## config.mk

```make
export PLATFORM = sky130hd
export DESIGN_NAME = salc_way_logic
export DESIGN_NICKNAME = d
export VERILOG_FILES = /design/src/rtl/set_assoc_lru_cache_lookup_top_macros.svh /design/src/rtl/salc_pkg.sv /design/src/rtl/salc_way_logic.sv
export SDC_FILE = /design/constraint.sdc
export NUM_CORES = 1
export LEC_CHECK = 0
export BUFFER_PORTS_ARGS = -buffer_cell sky130_fd_sc_hd__buf_2
export CAP_MARGIN = 20
export CORE_AREA = 8 8 237 239
export DETAILED_ROUTE_END_ITERATION = 7
export DIE_AREA = 0 0 245 247
export PLACE_DENSITY_LB_ADDON = 0.05
export SLEW_MARGIN = 20
export SYNTH_ARGS = -nofsm -noshare
export SYNTH_HDL_FRONTEND = slang
export SYNTH_SLANG_ARGS = --single-unit
```

## constraint.sdc

```tcl
create_clock -name vclk -period 13.5
set_input_delay 0.675 -clock vclk [all_inputs]
set_output_delay 0.675 -clock vclk [all_outputs]
set_load 0.03 [all_outputs]
```

## src/rtl/set_assoc_lru_cache_lookup_top_macros.svh

```systemverilog
// Assertion macros used by the cache lookup top module.
`ifndef SET_ASSOC_LRU_CACHE_LOOKUP_TOP_MACROS_SVH
`define SET_ASSOC_LRU_CACHE_LOOKUP_TOP_MACROS_SVH

// Same-cycle implication, checked on every clock edge outside reset.
`define SALC_ASSERT_NOW(label, ante, cons, msg) \
  label: assert property (@(posedge clk) disable iff (rst) (ante) |-> (cons)) \
    else $error(msg);

// Next-cycle implication, checked on every clock edge outside reset.
`define SALC_ASSERT_NEXT(label, ante, cons, msg) \
  label: assert property (@(posedge clk) disable iff (rst) (ante) |=> (cons)) \
    else $error(msg);

`endif

```

## src/rtl/salc_pkg.sv

```systemverilog
// Package: shared constants, types and helpers for the cache lookup.
`default_nettype none
package salc_pkg;

  // Default structure sizes
  localparam int WAYS_DEF      = 8;
  localparam int SETS_DEF      = 256;
  localparam int ADDR_BITS_DEF = 32;

  // Field widths
  localparam int ADDR_W    = 32;
  localparam int CFG_IDX_W = 2;
  localparam int CFG_W     = 4;
  localparam int WAY_OUT_W = 3;
  localparam int WAY_IDX_W = 4;

  // Limits on the address split
  localparam logic [CFG_W-1:0] OFF_MAX   = 4'd12;
  localparam int               IDX_LIMIT = 12;

  // Configuration register indexes
  localparam logic [CFG_IDX_W-1:0] CFG_WAYS_IN_USE = 2'd0;
  localparam logic [CFG_IDX_W-1:0] CFG_OFFSET_BITS = 2'd1;
  localparam logic [CFG_IDX_W-1:0] CFG_INDEX_BITS  = 2'd2;

  // Configuration reset values
  localparam logic [CFG_W-1:0] WAYS_IN_USE_RST = 4'd8;
  localparam logic [CFG_W-1:0] OFFSET_BITS_RST = 4'd6;
  localparam logic [CFG_W-1:0] INDEX_BITS_RST  = 4'd8;

  // Effective (clamped) configuration
  typedef struct packed {
    logic [CFG_W-1:0] nways;
    logic [CFG_W-1:0] off;
    logic [CFG_W-1:0] idx;
  } cfg_eff_t;

  // Outcome of one set lookup
  typedef struct packed {
    logic                 hit;
    logic                 evicted;
    logic [WAY_IDX_W-1:0] used_way;
  } lookup_t;

  // Largest k with 2^k <= n, capped at IDX_LIMIT
  function automatic int floor_log2(input int n);
    int k;
    k = 0;
    for (int j = 0; j < IDX_LIMIT; j++) begin
      if ((1 << (j + 1)) <= n) begin
        k = j + 1;
      end
    end
    return k;
  endfunction

endpackage
`default_nettype wire

```

## src/rtl/salc_way_logic.sv

```systemverilog
// Per-set tag compare, victim choice and recency rank update.
`default_nettype none
module salc_way_logic #(
  parameter int WAYS   = salc_pkg::WAYS_DEF,
  parameter int TAG_W  = salc_pkg::ADDR_BITS_DEF,
  parameter int RANK_W = 3,
  localparam int WAY_W = (WAYS > 1) ? $clog2(WAYS) : 1,
  localparam int ROW_W = WAYS * (1 + TAG_W + RANK_W)
) (
  input  wire logic [ROW_W-1:0]           row_in,
  input  wire logic [TAG_W-1:0]           tag_in,
  input  wire logic [salc_pkg::CFG_W-1:0] nways,
  output salc_pkg::lookup_t               res,
  output logic      [ROW_W-1:0]           row_out
);

  localparam logic [RANK_W-1:0] RANK_CAP = RANK_W'(WAYS - 1);

  logic [WAYS-1:0]              valid;
  logic [WAYS-1:0][TAG_W-1:0]   tags;
  logic [WAYS-1:0][RANK_W-1:0]  ranks;
  logic [WAYS-1:0]              valid_n;
  logic [WAYS-1:0][TAG_W-1:0]   tags_n;
  logic [WAYS-1:0][RANK_W-1:0]  ranks_n;
  logic [WAYS-1:0]              active;
  logic                         hit;
  logic                         found_free;
  logic [WAY_W-1:0]             hit_way;
  logic [WAY_W-1:0]             free_way;
  logic [WAY_W-1:0]             vic_way;
  logic [RANK_W-1:0]            max_rank;
  logic [WAY_W-1:0]             used;
  logic [RANK_W-1:0]            old_rank;

  assign {valid, tags, ranks} = row_in;

  // Search the active ways for a tag match and a free way
  always_comb begin
    hit        = 1'b0;
    found_free = 1'b0;
    hit_way    = '0;
    free_way   = '0;
    for (int i = WAYS - 1; i >= 0; i--) begin
      active[i] = (5'(i) < {1'b0, nways});
      if (active[i] && valid[i] && (tags[i] == tag_in)) begin
        hit     = 1'b1;
        hit_way = WAY_W'(i);
      end
      if (active[i] && !valid[i]) begin
        found_free = 1'b1;
        free_way   = WAY_W'(i);
      end
    end
  end

  // Pick the highest rank; ties go to the lowest way
  always_comb begin
    vic_way  = '0;
    max_rank = ranks[0];
    for (int i = 1; i < WAYS; i++) begin
      if (active[i] && (ranks[i] > max_rank)) begin
        max_rank = ranks[i];
        vic_way  = WAY_W'(i);
      end
    end
  end

  always_comb begin
    if (hit) begin
      used = hit_way;
    end else if (found_free) begin
      used = free_way;
    end else begin
      used = vic_way;
    end
    old_rank = ranks[used];
  end

  // Build the row to write back
  always_comb begin
    valid_n = valid;
    tags_n  = tags;
    if (!hit) begin
      valid_n[used] = 1'b1;
      tags_n[used]  = tag_in;
    end
    for (int i = 0; i < WAYS; i++) begin
      if (WAY_W'(i) == used) begin
        ranks_n[i] = '0;
      end else if (active[i] && valid[i] && (!hit || (ranks[i] < old_rank)) &&
                   (ranks[i] < RANK_CAP)) begin
        ranks_n[i] = ranks[i] + RANK_W'(1);
      end else begin
        ranks_n[i] = ranks[i];
      end
    end
  end

  assign row_out      = {valid_n, tags_n, ranks_n};
  assign res.hit      = hit;
  assign res.evicted  = !hit && !found_free;
  assign res.used_way = salc_pkg::WAY_IDX_W'(used);

endmodule
`default_nettype wire

```

==> reports/qor.yml <==
post-route-util: 0.258
pin_count: 618
dp_hpwl_um: 65600
yosys.area_share.xor_xnor: 0.235
synth-compound-area-share: 0.147
yosysWarningCount: 0
maxSlewViolCount: 0
dieArea_um2: 60500
synth_top_cells_by_area: "mux2_2, xnor2_1, xor2_1"
seqCellArea_um2: 0
finalSetupViolCount: 0
seq_cells: 0
top_usage_layer: "met2"
remaining_drc_errors: 0
ir_drop_mv: 0.0433
vias: 12200
p_leak_nw: 5.76
crit_slowest_cell: "mux2_2"
routedWlPerCell_um: 30.7
holdCritPathClass: "in2out"
yosys.area_share.simple: 0.206
place_congestion: 0.859
setup-tns-final_ps: 0
final_antenna_net_count: 0
wirelength_um: 75900
antenna_found_initial: 17
grt_pass1_vias: 12800
critPathKind: "in2out"
clock_buffers: 0
via_per_inst: 4.95
cts_hold_buffers: 0
synth.top_cell.area_share: 0.300
relSlewSlack: 0.355
syn_area_um2: 9640
max_stage_delay_ps: 350
cap_violations: 0
status: "finished, final reports clean"
first_iter_violations: 702
use_met1: 0.284
syn_nets: 1595
period_minus_slack_ps: 12540
start_util: 0.184
met2_usage: 0.421
period_share: 0.929
max_clock_freq_mhz: 79.7
area_growth_pct: 39.8
gr-total-overflow: 0
setup_slack_ps: 958
rsz0062_at_grt: "false"
coreArea_um2: 52200
cp.required_ps: 12820
ys_top_cells_by_count: "mux2_2, xnor2_1, xor2_1"
synth_cell_types: 90
synthMuxAreaShare: 0.305
final_nets: 2134
synth_top_family_by_area: "multiplexers"
powerDensity_nw_per_um2: 65.6
drive_gt1_frac: 0.543
yosysTopAreaCell: "mux2_2"
tightest_slew_ps: 959
chipWidth_um: 245
yosysSeqAreaShare: 0
die_h_um: 247
portBuffers: 617
use_met3: 0.0502
synth_cells: 1242
cp-end-kind: "output pin"
avgSynthCellArea_um2: 7.76
hold_viol: 0
layout.cells.non_filler: 2476
grt_usage: 0.234
worstPathArrival_ps: 11870
place_ws_ps: 147
crit_path_max_fanout: 9
grt_first_pass_wirelength_um: 103000
dr.pass1.iters: 5
yosys.area_share.adder: 0.0377
rows: 84
grt_start_max_net_pins: 34
startpoint_type: "input port"
yosysMostFrequentCell: "mux2_2"
post-place-cells: 2464
crit_path_frequent_cell: "ha_1"
-- path summary, 6_finish.rpt --
kind,from,to,slack [ps],cells past startpoint
worst max-delay path,row_in[2],row_out[5],960,62
worst min-delay path,row_in[143],row_out[143],1760,3
-- layout by cell type (no fill, tap or decap), types with 8 or more instances in the layout --
cell,synthesis,routed
nand3_1,24,24
mux2_2,257,257
a211oi_1,10,10
ha_1,29,29
xor2_1,85,85
buf_2,44,617
buf_4,2,30
nor2_1,58,54
a31oi_1,10,9
o21ai_1,10,9
o211ai_1,10,10
o2111ai_1,9,9
nand2_1,76,76
a21oi_1,30,29
o21ai_0,25,23
nor4_1,44,44
diode_2,0,9
nand4_1,73,73
o2111a_1,8,8
nor3_1,22,21
xnor2_1,170,170
inv_1,26,25
-- power breakdown --
part           switching [mW]    total (mW)  internal, mW
Combinational           0.581         0.883         0.302
Sequential                  0             0             0
Clock                       0  0.0000000899  0.0000000898
Total                   0.581         0.883         0.302
-- stage by stage --
| step | hold WS (ps) | total power [mW] | instance area [um^2] |
|---|---|---|---|
| after floorplan | 1530 | 0.562 | 9640 |
| after global placement | 1760 | 0.876 | 13300 |
| after detailed placement | 1770 | 0.872 | 13300 |
| after CTS | 1770 | 0.875 | 13300 |
| after global routing | 1780 | 0.934 | 13500 |
| final | 1760 | 0.883 | 13500 |
-- cell families (layout without fill, tap and decap cells) --
| logic type | Yosys count | after routing |
|---|---|---|
| simple gates | 361 | 361 |
| mux | 261 | 261 |
| xor+xnor | 257 | 257 |
| compound gates | 190 | 190 |
| buf+inv | 143 | 680 |
| fa+ha+maj | 29 | 29 |
| other cells | 1 | 10 |
-- worst max-delay path: cells and delay by family --
kind                     cells  cell delay [ps]
AO/OA/AOI/OAI               27             4560
AND/OR/NAND/NOR             20             2730
adder cells (fa/ha/maj)      8             2340
buffers and inverters        6             1200
multiplexers                 1              350
-- layout make-up --
class	count	area [um^2]
Multi-Input combinational cell	1099	9060
Fill cell	5971	38800
Tap cell	688	861
Antenna cell	9	22.5
Timing Repair Buffer	652	3410
Inverter	28	109
-- repair_timing --
action / CTS / global route
gates resized for setup: 0 / 17
setup endpoints to repair: 0 / 286
buffers inserted: 0 / 3
-- metal layers --
layer	routed length, um	part of all wire
met1	31700	0.42
met2	38100	0.50
met3	4310	0.057
met4	1680	0.022
met5	125	0.0016
No activity file was read; power rests on OpenSTA's default activity.
