File: src/rtl/set_assoc_lru_cache_lookup_top_macros.svh
// Assertion macros used by the cache lookup top module.
`ifndef SET_ASSOC_LRU_CACHE_LOOKUP_TOP_MACROS_SVH
`define SET_ASSOC_LRU_CACHE_LOOKUP_TOP_MACROS_SVH

// Same-cycle implication, checked on every clock edge outside reset.
`define SALC_ASSERT_NOW(label, ante, cons, msg) \
  label: assert property (@(posedge clk) disable iff (rst) (ante) |-> (cons)) \
    else $error(msg);

// Next-cycle implication, checked on every clock edge outside reset.
`define SALC_ASSERT_NEXT(label, ante, cons, msg) \
  label: assert property (@(posedge clk) disable iff (rst) (ante) |=> (cons)) \
    else $error(msg);

`endif

File: src/rtl/salc_pkg.sv
// Package: shared constants, types and helpers for the cache lookup.
`default_nettype none
package salc_pkg;

  // Default structure sizes
  localparam int WAYS_DEF      = 8;
  localparam int SETS_DEF      = 256;
  localparam int ADDR_BITS_DEF = 32;

  // Field widths
  localparam int ADDR_W    = 32;
  localparam int CFG_IDX_W = 2;
  localparam int CFG_W     = 4;
  localparam int WAY_OUT_W = 3;
  localparam int WAY_IDX_W = 4;

  // Limits on the address split
  localparam logic [CFG_W-1:0] OFF_MAX   = 4'd12;
  localparam int               IDX_LIMIT = 12;

  // Configuration register indexes
  localparam logic [CFG_IDX_W-1:0] CFG_WAYS_IN_USE = 2'd0;
  localparam logic [CFG_IDX_W-1:0] CFG_OFFSET_BITS = 2'd1;
  localparam logic [CFG_IDX_W-1:0] CFG_INDEX_BITS  = 2'd2;

  // Configuration reset values
  localparam logic [CFG_W-1:0] WAYS_IN_USE_RST = 4'd8;
  localparam logic [CFG_W-1:0] OFFSET_BITS_RST = 4'd6;
  localparam logic [CFG_W-1:0] INDEX_BITS_RST  = 4'd8;

  // Effective (clamped) configuration
  typedef struct packed {
    logic [CFG_W-1:0] nways;
    logic [CFG_W-1:0] off;
    logic [CFG_W-1:0] idx;
  } cfg_eff_t;

  // Outcome of one set lookup
  typedef struct packed {
    logic                 hit;
    logic                 evicted;
    logic [WAY_IDX_W-1:0] used_way;
  } lookup_t;

  // Largest k with 2^k <= n, capped at IDX_LIMIT
  function automatic int floor_log2(input int n);
    int k;
    k = 0;
    for (int j = 0; j < IDX_LIMIT; j++) begin
      if ((1 << (j + 1)) <= n) begin
        k = j + 1;
      end
    end
    return k;
  endfunction

endpackage
`default_nettype wire

File: src/rtl/salc_cfg.sv
// Configuration registers and their clamped effective values.
`default_nettype none
module salc_cfg #(
  parameter int WAYS = salc_pkg::WAYS_DEF,
  parameter int SETS = salc_pkg::SETS_DEF
) (
  input  wire logic                            clk,
  input  wire logic                            rst,
  input  wire logic                            cfg_valid,
  output logic                                 cfg_ready,
  input  wire logic [salc_pkg::CFG_IDX_W-1:0]  cfg_index,
  input  wire logic [salc_pkg::CFG_W-1:0]      cfg_data,
  output salc_pkg::cfg_eff_t                   eff
);

  localparam logic [salc_pkg::CFG_W:0]   WAYS_V  = (salc_pkg::CFG_W + 1)'(WAYS);
  localparam logic [salc_pkg::CFG_W-1:0] IDX_MAX =
    salc_pkg::CFG_W'(salc_pkg::floor_log2(SETS));

  logic [salc_pkg::CFG_W-1:0] ways_in_use;
  logic [salc_pkg::CFG_W-1:0] offset_bits;
  logic [salc_pkg::CFG_W-1:0] index_bits;

  assign cfg_ready = 1'b1;

  // Capture register writes; unknown indexes drop
  always_ff @(posedge clk) begin
    if (rst) begin
      ways_in_use <= salc_pkg::WAYS_IN_USE_RST;
      offset_bits <= salc_pkg::OFFSET_BITS_RST;
      index_bits  <= salc_pkg::INDEX_BITS_RST;
    end else if (cfg_valid && cfg_ready) begin
      unique case (cfg_index)
        salc_pkg::CFG_WAYS_IN_USE: ways_in_use <= cfg_data;
        salc_pkg::CFG_OFFSET_BITS: offset_bits <= cfg_data;
        salc_pkg::CFG_INDEX_BITS:  index_bits  <= cfg_data;
        default: ;
      endcase
    end
  end

  // Clamp to the ranges the structure supports
  always_comb begin
    if (ways_in_use == '0) begin
      eff.nways = salc_pkg::CFG_W'(1);
    end else if ({1'b0, ways_in_use} > WAYS_V) begin
      eff.nways = salc_pkg::CFG_W'(WAYS);
    end else begin
      eff.nways = ways_in_use;
    end
    eff.off = (offset_bits > salc_pkg::OFF_MAX) ? salc_pkg::OFF_MAX : offset_bits;
    eff.idx = (index_bits > IDX_MAX) ? IDX_MAX : index_bits;
  end

endmodule
`default_nettype wire

File: config.mk
export PLATFORM = sky130hd
export DESIGN_NAME = salc_cfg
export DESIGN_NICKNAME = d
export VERILOG_FILES = /design/src/rtl/set_assoc_lru_cache_lookup_top_macros.svh /design/src/rtl/salc_pkg.sv /design/src/rtl/salc_cfg.sv
export SDC_FILE = /design/constraint.sdc
export NUM_CORES = 1
export LEC_CHECK = 0
export ABC_AREA = 1
export ABC_CLOCK_PERIOD_IN_PS = 1700
export BUFFER_PORTS_ARGS = -buffer_cell sky130_fd_sc_hd__buf_4
export CAP_MARGIN = 20
export CORE_AREA = 5 5 42 44
export CTS_CLUSTER_SIZE = 40
export DETAILED_ROUTE_END_ITERATION = 7
export DIE_AREA = 0 0 47 49
export PLACE_DENSITY_LB_ADDON = 0.1
export SETUP_SLACK_MARGIN = 0.05
export SLEW_MARGIN = 25
export SYNTH_ARGS = -nofsm -noshare
export SYNTH_HDL_FRONTEND = slang
export SYNTH_SLANG_ARGS = --single-unit
File: constraint.sdc
create_clock -name clk -period 1.7 [get_ports clk]
set_input_delay 0.17 -clock clk [delete_from_list [all_inputs] [get_ports clk]]
set_output_delay 0.17 -clock clk [all_outputs]
set_load 0.03 [all_outputs]
==> flow_summary_export.csv <==
group,metric,value,unit
detailed_routing,first_pass_iters,4,
place,dpl.hpwl,957,um
global_route,grt-ovfl-total,0,
power_and_ir_drop,pwr-share-clk,27.8,%
power_and_ir_drop,pwr_density_cell,786,nW/um^2
place,io_buffers,20,
worst_setup_path,path_buf_inv,1,
synth,synth_warnings,0,
place,dpl_cell_area,728,um^2
final_layout,num-fill-cells,147,
synth,synth_top_cell_by_area,"dfxtp_1",
synth,ys_seq_elements,12,
run_status,status,"finished clean",
detailed_routing,via_count,559,
synth,syn_inst,92,
clock_network,clockBufferDepth,2,
clock_network,clock-sinks,12,
worst_setup_path,critPathCaptureType,"output pin",
synth,synth_ff_type,"dfxtp_1",
worst_setup_path,slowest_delay,0.32,ns
die,num_rows,14,
final_layout,fin_nets,119,
detailed_routing,wire_per_inst,9.69,um
detailed_routing,routed_wl,1200,um
synth,syn_nets,101,
global_route,antenna_found_initial,0,
timing,hold_viol,0,
min_path,min_to,"offset_bits[0]",
synth,async_flop_share,0,%
power_and_ir_drop,comb_power_share,20.5,%
synth,ys_seq_area_share,39.9,%
power_and_ir_drop,p_sw,167,uW
timing,timing.final.ws_setup,0.523,ns
timing,post-route-period-util,69.2,%
detailed_routing,drc_errors,0,
worst_setup_path,r2r-end,"offset_bits[3]",
power_and_ir_drop,switching_share,28.4,%
worst_setup_path,worstPathRequired,1.53,ns
final_layout,final_area,751,um^2
global_route,grt_max_degree,14,
worst_setup_path,crit_path_top_delay_cell,"dfxtp_1",
synth,synth_edf_count,0,
global_route,grt_pass1_wl,2020,um
place,globalplace.congestion,0.717,
die,initial_utilization,42.9,%
final_layout,antenna_cells,0,
timing,finalSetupViolCount,0,
min_path,holdCritStartpoint,"cfg_data[0]",
synth,yosys-top-cells-count,"19 x nand2_1, 19 x nor2_1, 12 x dfxtp_1",
min_path,whs_path_depth,3,
worst_setup_path,cp_cell_sequence,"nor2_1 -> nand2_1 -> a21oi_1 -> buf_4",
power_and_ir_drop,ir_worst_vdd,0.408,mV
clock_network,cts-hold-fix-buffers,0,
detailed_routing,ant_nets,0,
synth,synth.distinct_cells,15,
clock_network,clkTransAtPathRegs,0.07,ns
worst_setup_path,cp_max_fo,2,
clock_network,htreeDepth,1,
worst_setup_path,timing.rr.start,"offset_bits[3]",
flow_run,max_cap_violations,0,
timing,max_freq,0.850,GHz
min_path,hp-class,"primary input to flip-flop",
die,io_pins,22,
power_and_ir_drop,seqPwrFrac,51.7,%
synth,synth_top_area_share,39.9,%
clock_network,clkLatencyLatePin,0.25,ns
final_layout,drive_gt1_share,26.9,%
worst_setup_path,r2r_slack,1.03,ns
clock_network,clock_tree.root_cell,"clkbuf_4",
die,die_area,2300,um^2
detailed_routing,first_iter_violations,9,
power_and_ir_drop,p_leak,0.399,nW
synth,syn_area,602,um^2
timing,layout_min_cycle_time,1.18,ns
worst_setup_path,reg2reg_depth,4,
die,core,1400,um^2
clock_network,cts_tree,"yes",
worst_setup_path,crit_arrival,1.01,ns
power_and_ir_drop,intPower,423,uW
synth,synth.area.top_cells,"dfxtp_1 40%, nand2_1 12%, nor2_1 12%",
final_layout,area_growth,24.7,%
die,die_w,47,um
clock_network,cts_setup_buffers,0,
worst_setup_path,crit_type,"flip-flop to output pin",
detailed_routing,viasPerCell,4.51,
synth,avgSynthCellArea,6.54,um^2
worst_setup_path,cp_top_family,"flip-flops",
timing,rsz0062_at_grt,"false",
clock_network,cts_resized,0,
die,die_h,49,um
clock_network,numCtsBuffers,3,
place,dp_slack,0.803,ns
timing,setup_tns,0,ns
timing,finClkSkew,0,ns
power_and_ir_drop,power,590,uW
timing,drv_slew,0,
global_route,grt_use_total,11.7,%
global_route,first_global_vias,476,
worst_setup_path,start_kind,"flip-flop",
[area by class of cell]
class	count	area [um^2]	share of cell area, %
clock buffer	3	22.5	3.00
inverter	13	48.8	6.50
sequential	12	240	32.0
multi-input combinational	60	269	35.8
tap	16	20.0	2.67
timing repair buffer	20	150	20.0
[tightest hold or removal path, cell delays in order]
cell	delay [ns]
buf_4	0.09
nor2_1	0.04
nor2_1	0.08
[layer usage]
layer / vias up / share of wire, % / GRT usage, %
met1: 230 / 45 / 15.5
li1: 310 / - / -
met5: - / 0 / 0
met2: 17 / 45 / 17.0
met4: 0 / 1.5 / 5.53
met3: 2 / 8.4 / 3.32
[power groups by stage]
stage | logic, mW | clock network (mW) | registers, mW
6_report | 0.121 | 0.164 | 0.305
5_1_grt | 0.135 | 0.191 | 0.307
4_1_cts | 0.122 | 0.171 | 0.305
3_5_place_dp | 0.122 | 0 | 0.312
3_3_place_gp | 0.121 | 0 | 0.312
2_1_floorplan | 0.0837 | 0 | 0.309
[cell families after synthesis]
logic type             count (synthesis)  synth area share (%)
AO/OA/AOI/OAI                          7                  6.24
flip-flops                            12                  39.9
buffers and inverters                 20                  15.4
other                                  1                 0.623
AND/OR/NAND/NOR                       52                  37.8
[cell usage in the layout, fill, tap and decap left out, drive strengths merged]
cell,count
nand3,10
buf,20
nand4,3
a21boi,1
a21oi,6
inv,13
conb,1
dfxtp,12
nand2,19
clkbuf,3
nor2,20
[worst max path at each step]
stage / startpoint / to / slack (ns) / depth (start not counted)
floorplan: offset_bits[3] / eff[5] / 0.50 / 1
global placement: index_bits[1] / eff[1] / 0.79 / 4
detailed placement: cfg_index[1] / ways_in_use[1] / 0.80 / 5
CTS: index_bits[1] / eff[1] / 0.51 / 4
global route: index_bits[1] / eff[1] / 0.43 / 4
finish: index_bits[1] / eff[1] / 0.52 / 4
[sequential cells by signal, summed over array words and instances (netlist names)]
register / count
index_bits: 4
ways_in_use: 4
offset_bits: 4
[through the flow]
stage | hold slack, ns | util, % | cells
final | 0.165 | 53.6 | 124
after global routing | 0.154 | 53.6 | 124
after CTS | 0.163 | 53.6 | 124
after detailed placement | 0.432 | 52.0 | 121
after global placement | 0.426 | 52.0 | 121
after floorplan | 0.305 | - | 92
Power figures use the tool's default switching activity.
