$ cat src/rtl/set_assoc_lru_cache_lookup_top_macros.svh
// Assertion macros used by the cache lookup top module.
`ifndef SET_ASSOC_LRU_CACHE_LOOKUP_TOP_MACROS_SVH
`define SET_ASSOC_LRU_CACHE_LOOKUP_TOP_MACROS_SVH

// Same-cycle implication, checked on every clock edge outside reset.
`define SALC_ASSERT_NOW(label, ante, cons, msg) \
  label: assert property (@(posedge clk) disable iff (rst) (ante) |-> (cons)) \
    else $error(msg);

// Next-cycle implication, checked on every clock edge outside reset.
`define SALC_ASSERT_NEXT(label, ante, cons, msg) \
  label: assert property (@(posedge clk) disable iff (rst) (ante) |=> (cons)) \
    else $error(msg);

`endif

$ cat src/rtl/salc_ram.sv
// Generic single-write, single-read RAM with registered read data.
`default_nettype none
module salc_ram #(
  parameter int WIDTH = 8,
  parameter int DEPTH = 16,
  localparam int AW = (DEPTH > 1) ? $clog2(DEPTH) : 1
) (
  input  wire logic             clk,
  input  wire logic             we,
  input  wire logic [AW-1:0]    waddr,
  input  wire logic [WIDTH-1:0] wdata,
  input  wire logic [AW-1:0]    raddr,
  output logic      [WIDTH-1:0] rdata
);

  logic [WIDTH-1:0] mem [DEPTH];

  // Write, and read the old contents on a collision
  always_ff @(posedge clk) begin
    if (we) begin
      mem[waddr] <= wdata;
    end
    rdata <= mem[raddr];
  end

endmodule
`default_nettype wire

$ cat config.mk
export PLATFORM = sky130hd
export DESIGN_NAME = salc_ram
export DESIGN_NICKNAME = d
export VERILOG_FILES = /design/src/rtl/set_assoc_lru_cache_lookup_top_macros.svh /design/src/rtl/salc_ram.sv
export SDC_FILE = /design/constraint.sdc
export NUM_CORES = 1
export LEC_CHECK = 0
export BUFFER_PORTS_ARGS = -buffer_cell sky130_fd_sc_hd__buf_4
export CAP_MARGIN = 10
export CORE_ASPECT_RATIO = 0.9
export CORE_MARGIN = 10
export CORE_UTILIZATION = 50
export CTS_CLUSTER_SIZE = 14
export DETAILED_ROUTE_END_ITERATION = 12
export PLACE_DENSITY = 0.78
export SLEW_MARGIN = 0
export SYNTH_ARGS = -nofsm -noshare
export SYNTH_HDL_FRONTEND = slang
export SYNTH_SLANG_ARGS = --single-unit
$ cat constraint.sdc
create_clock -name clk -period 1.8 [get_ports clk]
set_input_delay 0.18 -clock clk [delete_from_list [all_inputs] [get_ports clk]]
set_output_delay 0.18 -clock clk [all_outputs]
set_load 0.02 [all_outputs]
==> results of run 1 <==
[kinds of logic after synthesis]
group	share of synthesized area (%)
AOI/OAI and AO/OA	2.33
buffers and inverters	1.68
DFF	77.8
muxes	15.0
and+or+nand+nor	3.18
[cells in the final DEF (no fill, tap or decap), drive strengths merged]
master and n:
clkinv 5, nand3 1, nand3b 2, nand2b 2, nor3 4, bufinv 5, dfxtp 8, clkinvlp 3
or3b 1, nand2 9, and2b 1, edfxtp 128, inv 1, mux4 32, and2 1, a22oi 16
buf 51, clkbuf 18, nor2b 1, nor2 13
[worst max-delay path, delay by kind of cell (launching register included)]
| family | cells | cell delay (ns) |
|---|---|---|
| flip-flops | 1 | 0.37 |
| AND/OR/NAND/NOR | 1 | 0.09 |
| AO/OA/AOI/OAI | 1 | 0.35 |
| multiplexers | 1 | 0.50 |
[area by class of cell]
type | count | area, sq um | area share [%]
flip-flops and latches | 136 | 4000 | 63.6
clock buffers | 18 | 439 | 6.98
clock inverters | 14 | 221 | 3.52
repair buffers | 51 | 408 | 6.48
well taps | 129 | 161 | 2.57
multi-input cells | 83 | 1060 | 16.8
[per-stage QoR]
stage	instances	hold WS, ns	total power, mW	util (%)	worst slack (ns)
floorplan	229	0.279	3.83	-	0.127
global placement	399	0.480	4.00	55.4	0.207
detailed placement	399	0.496	4.01	55.4	0.190
CTS	431	0.0635	7.79	61.9	0.382
global route	431	0.0806	7.95	61.9	0.277
finish	431	0.0701	7.72	61.9	0.359
[worst paths after layout]
path                            depth (start not counted)        end  slack [ns]       start
worst max-delay path                                    3   rdata[1]        0.36   mem[2][1]
worst min-delay path                                    1  mem[1][2]        0.07    wdata[2]
worst max register to register                          3   rdata[1]        0.36   mem[2][1]
worst min register to register                          3   rdata[1]        0.66  mem[12][1]
[layer usage]
metal	share of wire [%]	up-vias	routed length (um)	global-route usage (%)
li1	-	1096	-	-
met1	41	1266	4180	20.0
met2	48	149	4930	22.5
met3	11	11	1100	4.58
met4	0.96	0	99	5.23
met5	0	-	0	0
[sequential cells by signal, indices dropped and copies added (netlist names)]
name and cells:
mem 128, rdata 8
[power by group]
group	leakage [nW]	switching (mW)	internal, mW	total, mW
combinational	0.637	0.211	0.172	0.384
sequential	1.22	0.0217	3.54	3.56
clock	0.313	1.27	2.50	3.77
total	2.17	1.51	6.21	7.72
[synthesized netlist by cell type (all sizes together)]
master,instances
a22oi,16
and2,1
and2b,1
buf,7
clkdlybuf4s25,3
dfxtp,8
edfxtp,128
mux4,32
nand2,9
nand2b,2
nand3,1
nand3b,2
nor2,13
nor2b,1
nor3,4
or3b,1
==> results.ini, run 1 <==
[worst_setup_path]
max_stage_delay_ns = 0.50
slowest_stage = mux4_1
cp.arrival_ns = 1.73
cp-end-kind = flop
cp_max_fo = 1
crit_type = reg2reg
crit_chain = mux4_1 -> a22oi_1 -> nand2_1
crit_required_ns = 2.09
start_kind = flop

[die]
start_util_pct = 50.7
io_pins = 26
dieArea_sq_um = 14800
die_h_um = 116
num_rows = 35
coreArea_sq_um = 10200
fp.dieW_um = 127

[hold_path]
hp-class = in2reg

[timing]
clock_skew_ns = 0.0176
fmax_mhz = 694
tns_ns = 0
rsz0062_at_grt = no
slew_viol_final = 0
relSlewSlack_pct = 72.8
period_share_pct = 80.1
worstMarginPinSlew_ns = 0.409
period_needed_ns = 1.44
finalHoldViolations = 0
finalSetupViolCount = 0

[routing]
drc_errors = 0
routed_wl_um = 10300
vias = 2522
via_per_inst = 5.85
first_pass_iters = 4
routedWlPerCell_um = 23.9
postRouteAntennaNets = 0
drt_iter0_markers = 364

[synthesis]
synthesis.area_sq_um = 5150
synth_fp_nets = 247
ys_ff_latch = 136
ys_warn_count = 0
yosysSeqAreaShare_pct = 77.8
syn_inst = 229
synth_top_area_share_pct = 74.7
yosys-top-cells-area = edfxtp_1, mux4_2, mux4_1, dfxtp_1, a22oi_1
avgSynthCellArea_sq_um = 22.5
yosysTopAreaCell = edfxtp_1
ys_types = 19

[run]
maxCapViolations = 0

[layout]
n_antenna_cell = 0
fillCellCount = 694
fin_nets = 307
postLayoutCellArea_sq_um = 6290
syn_to_final_growth_pct = 22.2
layout-drive-gt1-share_pct = 33.8

[placed_design]
port_buffers = 25
gp_congestion = 0.756
hpwl_um = 6540
place_area_sq_um = 5630

[cts]
htree_levels = 4
cts_resized = 0
postCtsSetupBuffers = 0
clk_latency_ns = 0.42
clkTransAtPathRegs_ns = 0.06
cts_max_path_buffers = 2
cts_made_buffers = 17
cts.sinks = 136
postCtsHoldBufs = 0
cts_tree = yes
cts_root_buffer = clkbuf_16

[power]
power_leakage_nw = 2.17
max-vdd-ir-drop_v = 0.000983
power_density_nw_per_um2 = 1230

[global_route]
gr-total-overflow = 0
first_global_vias = 2625
grt_use_total_pct = 14.9
grt_max_degree = 17
grt_pass1_wl_um = 15900
antenna_found_initial = 0

[run_status]
outcome = completed

Power figures use the tool's default switching activity.
==> inputs of run 2 (changes only) <==
--- a/config.mk
+++ b/config.mk
@@ -12,7 +12,7 @@
 export CORE_UTILIZATION = 50
 export CTS_CLUSTER_SIZE = 14
 export DETAILED_ROUTE_END_ITERATION = 12
-export PLACE_DENSITY = 0.78
+export PLACE_DENSITY = 0.81
 export SLEW_MARGIN = 0
 export SYNTH_ARGS = -nofsm -noshare
 export SYNTH_HDL_FRONTEND = slang
==> constraint.sdc (replaced) <==
create_clock -name clk -period 1.2 [get_ports clk]
set_input_delay 0.12 -clock clk [delete_from_list [all_inputs] [get_ports clk]]
set_output_delay 0.12 -clock clk [all_outputs]
set_load 0.02 [all_outputs]
==> run 2 against run 1 <==
The run now ends with negative setup slack left. Non-clock buffer count grew 4. Wire length shrank 0.21%. Setup slack worse by 0.43 ns. Count of clock-buffer cells in the layout increased by 1. Cell count rose by 0.93%. Register-to-register slack worse by 0.43 ns. Die area is the same. Global-route usage grew 0.24 points. Design area up 1.1%. Critical path type unchanged.
==> results.ini, run 2 (synthesis gave the netlist of run 1 again) <==
[power]
power_leakage_nw = 2.12
seqPwrFrac_pct = 48.6
p_clk_share_pct = 45.6
max-vdd-ir-drop_v = 0.00103
power.internal_mw = 8.69
p_switching_mw = 2.33
p_comb_share_pct = 5.8
p_sw_share_pct = 21.2
power_density_nw_per_um2 = 1730

[placed_design]
gp_congestion = 0.751
hpwl_um = 6630
pre_cts_slack_ns = -0.386
port_buffers = 25

[cts]
clkTransAtPathRegs_ns = 0.06
cts_root_buffer = clkbuf_16
htree_levels = 4
cts_made_buffers = 17
cts_max_path_buffers = 2
cts_tree = yes
cts.sinks = 136
postCtsSetupBuffers = 0
clk_latency_ns = 0.41

[routing]
wl_met3_um = 866
routedWlPerCell_um = 23.6
via_per_inst = 5.66
first_pass_iters = 5
wl_met1_um = 4220
wl_met2_um = 5130
postRouteAntennaNets = 0
routed.top_layer = met4
routed_wl_um = 10300
drc_errors = 0
vias = 2461
drt_iter0_markers = 349

[layout]
final_common_cell = edfxtp_1
layout-drive-gt1-share_pct = 43.1
fin_nets = 311
mostFrequentLayoutCells = edfxtp_1, buf_4, mux4_2
reg.largest.list = mem: 128 flops, rdata: 8 flops
top_register = mem
n_antenna_cell = 0
syn_to_final_growth_pct = 23.6
largest_reg_flops = 128

[timing]
rsz0062_at_grt = yes
slew_viol_final = 0
tns_ns = -0.395
relSlewSlack_pct = 40.2
period_share_pct = 106
finalHoldViolations = 0
finalSetupViolCount = 8
clock_skew_ns = 0.00742
hold_slack_ns = 0.0199
setup_ws_ns = -0.0722
fmax_mhz = 786
period_needed_ns = 1.27
worstMarginPinSlew_ns = 0.894

[global_route]
antenna_found_initial = 0
first_global_vias = 2682
grt_max_degree = 17
gr-total-overflow = 0
grt_use_total_pct = 15.1
grt_pass1_wl_um = 16200

[die]
die_h_um = 116
io_pins = 26
coreArea_sq_um = 10200
num_rows = 35
start_util_pct = 50.7
dieArea_sq_um = 14800
fp.dieW_um = 127

[hold_path]
hp-class = in2reg

[worst_setup_path]
reg2reg_slack_ns = -0.07
cp_max_fo = 1
crit_type = reg2reg
cp.arrival_ns = 1.57
cp-end-kind = flop
start_kind = flop
crit_required_ns = 1.49

[run_status]
violations = negative setup slack
outcome = complete, but fails checks

[run]
maxCapViolations = 0

[run 2: cell count changes in the layout (fill, tap and decap cells not counted), moves of 4 or more]
cell     delta
mux4_2     +13
mux4_1     -13
buf_4       -4
a22oi_1    -10
nor3_1      -4
buf_12      +6
a22oi_2    +10
[run 2: final cells by class]
cell class | instances | area [sq um]
well taps | 129 | 161
multi-input cells | 83 | 1090
flip-flops and latches | 136 | 4000
repair buffers | 55 | 518
clock inverters | 13 | 149
fillers | 700 | 3800
clock buffers | 19 | 433
[run 2: worst max-delay path, stage by stage, from the launching register on]
cell and delay, ns:
edfxtp_1 0.39, mux4_2 0.47, a22oi_1 0.20, nand2_1 0.09
[run 2: repair_timing]
item	CTS	global route
hold buffers	2	0
endpoints found under the hold margin	21	0
pin swaps	6	5
resized for setup	13	6
setup endpoints to repair	8	8
[run 2: path summary, 6_finish.rpt]
path / startpoint / endpoint / cells past startpoint
max: mem[3][3] / rdata[3] / 3
min: wdata[3] / mem[7][3] / 1
max reg2reg: mem[3][3] / rdata[3] / 3
min reg2reg: mem[7][5] / rdata[5] / 3
[run 2: power by group through the flow]
stage | logic (mW) | registers, mW | clock network (mW)
after floorplan | 0.286 | 5.47 | 0
after global placement | 0.594 | 5.45 | 0
after detailed placement | 0.613 | 5.45 | 0
after CTS | 0.641 | 5.36 | 5.14
after global routing | 0.689 | 5.37 | 5.36
final | 0.637 | 5.36 | 5.03
[run 2: through the flow]
stage | cells | total power [mW] | util, % | instance area (sq um)
5_1_grt | 435 | 11.4 | 62.6 | 6360
6_report | 435 | 11.0 | 62.6 | 6360
3_3_place_gp | 401 | 6.04 | 56.5 | 5740
2_1_floorplan | 229 | 5.76 | - | 5190
3_5_place_dp | 401 | 6.07 | 56.5 | 5740
4_1_cts | 435 | 11.1 | 62.5 | 6350
[run 2: routing by layer]
| layer | vias to the layer above | GRT usage [%] |
|---|---|---|
| met5 | - | 0 |
| met2 | 91 | 23.6 |
| li1 | 1089 | - |
| met3 | 8 | 5.90 |
| met4 | 0 | 5.16 |
| met1 | 1273 | 18.9 |
==> inputs of run 3 (changes only) <==
--- a/config.mk
+++ b/config.mk
@@ -5,8 +5,8 @@
 export SDC_FILE = /design/constraint.sdc
 export NUM_CORES = 1
 export LEC_CHECK = 0
+export ABC_AREA = 1
 export BUFFER_PORTS_ARGS = -buffer_cell sky130_fd_sc_hd__buf_4
-export CAP_MARGIN = 10
 export CORE_ASPECT_RATIO = 0.9
 export CORE_MARGIN = 10
 export CORE_UTILIZATION = 50
==> run 3 against run 2 <==
Critical endpoint is now rdata[5]. The flow now finishes without violations. Highest routed layer unchanged. Largest power group unchanged. Synthesized cell count is 140% higher. Largest cell class unchanged. Global-route usage is 2.3 points higher. Maximum frequency is 17% higher.
==> results.ini, run 3 <==
[die]
io_pins = 26
fp.dieW_um = 133
dieArea_sq_um = 16200
coreArea_sq_um = 11300
num_rows = 37
die_h_um = 122
start_util_pct = 50.8

[hold_path]
hp-class = in2reg

[routing]
routed.top_layer = met4
wl_met3_um = 1260
wl_met2_um = 6370
vias = 4035
drc_errors = 0
routed_wl_um = 13600
first_pass_iters = 5
drt_iter0_markers = 539
postRouteAntennaNets = 0
routedWlPerCell_um = 17.8
wl_met1_um = 5480
via_per_inst = 5.28

[run_status]
outcome = completed

[placed_design]
dp.cells = 732
gp_congestion = 0.853
hpwl_um = 8280
pre_cts_slack_ns = 0.0282
port_buffers = 25

[synthesis]
synth_fp_nets = 569
yosysSeqAreaShare_pct = 69.4
async_flop_share_pct = 0
avgSynthCellArea_sq_um = 10.5
ys_top_cells_by_count = nand2_1, edfxtp_1, inv_1, nand3_1, nor2_1
syn_inst = 551
synth-main-ff-cell = edfxtp_1
yosysMostFrequentCell = nand2_1
synth_edf_count = 128
yosysTopAreaCell = edfxtp_1
ys_warn_count = 0
yosys-top-cells-area = edfxtp_1, nand2_1, nand3_1, inv_1, dfxtp_1
synthesis.area_sq_um = 5770
ys_types = 12
synth_top_area_share_pct = 66.7
ys_ff_latch = 136

[global_route]
grt_max_degree = 65
antenna_found_initial = 0
grt_use_total_pct = 17.4
gr-total-overflow = 0
first_global_vias = 4067
grt_pass1_wl_um = 21600

[worst_setup_path]
cp-end-kind = flop
cp_max_fo = 1
crit_required_ns = 1.50
crit_type = reg2reg
cp.arrival_ns = 1.39
start_kind = flop

[layout]
fin_nets = 613
largest_reg_flops = 128
syn_to_final_growth_pct = 18.3
final_common_cell = nand2_1
reg.largest.list = mem: 128 flops, rdata: 8 flops
n_antenna_cell = 0
layout-drive-gt1-share_pct = 13.5
mostFrequentLayoutCells = nand2_1, edfxtp_1, inv_1
fin_cells = 764
top_register = mem

[timing]
clock_skew_ns = 0.00810
finalSetupViolCount = 0
rsz0062_at_grt = no
fmax_mhz = 920
slew_viol_final = 0
relSlewSlack_pct = 81.0
tns_ns = 0
finalHoldViolations = 0
worstMarginPinSlew_ns = 0.286
setup_ws_ns = 0.113
period_share_pct = 90.6
period_needed_ns = 1.09

[cts]
cts_resized = 0
cts_tree = yes
htree_levels = 4
cts_max_path_buffers = 2
cts_made_buffers = 17
clkTransAtPathRegs_ns = 0.06
postCtsHoldBufs = 0
cts_root_buffer = clkbuf_16
postCtsSetupBuffers = 0
clk_latency_ns = 0.42
cts.sinks = 136

[power]
finalPower_mw = 11.2
power_leakage_nw = 2.98
max-vdd-ir-drop_v = 0.00120
power_density_nw_per_um2 = 1640

[run]
maxCapViolations = 0

==> run 3: cell count changes in the layout (fill, tap and decap cells not counted), moves of 7 or more <==
cell / previous run / this run
nand2_1: 9 / 173
mux4_2: 31 / 0
nor2_1: 10 / 17
nand3_1: 1 / 97
inv_1: 0 / 100
a22oi_2: 10 / 0
==> run 3: worst paths after layout <==
path                            startpoint       end  slack, ns  cells after the start
worst max-delay path             mem[9][5]  rdata[5]       0.11                      6
worst min-delay path              raddr[3]  rdata[7]       0.02                      3
worst max register to register   mem[9][5]  rdata[5]       0.11                      6
worst min register to register   mem[6][2]  rdata[2]       0.69                      6
==> run 3: layer usage <==
metal | up-vias | GRT usage (%)
li1 | 1863 | -
met1 | 1893 | 22.5
met2 | 239 | 26.6
met3 | 40 | 4.49
met4 | 0 | 9.51
met5 | - | 0
==> run 3: through the flow <==
stage / hold WS [ns] / utilization (%) / cell area (sq um)
final: 0.0176 / 60.1 / 6820
after CTS: 0.00538 / 60.1 / 6820
after global placement: 0.438 / 55.0 / 6240
after global routing: 0.0309 / 60.1 / 6820
after floorplan: 0.219 / - / 5770
after detailed placement: 0.440 / 55.0 / 6240
==> run 3: cells by family after synthesis <==
group                  Yosys count  share of synthesized area, %
and+or+nand+nor                289                          21.0
buffers and inverters          126                          9.52
DFF                            136                          69.4
==> run 3: power by group <==
part           switching, mW  internal (mW)  total (mW)  leakage, nW
combinational          0.512          0.251       0.764         1.47
sequential            0.0351           5.31        5.34         1.22
clock                   2.16           2.93        5.09        0.286
total                   2.71           8.49        11.2         2.98
==> run 3: final cells by class <==
class / count / area [sq um]
Clock inverter: 15 / 158
Tap cell: 156 / 195
Inverter: 102 / 383
Timing Repair Buffer: 49 / 443
Fill cell: 842 / 4520
Clock buffer: 17 / 425
Multi-Input combinational cell: 289 / 1210
Sequential cell: 136 / 4000
==> run 3: critical path: stages (launching register included) <==
cell	delay, ns
edfxtp_1	0.37
inv_1	0.06
nand2_1	0.05
nand3_1	0.10
nand3_1	0.13
nand3_1	0.18
nand2_1	0.08
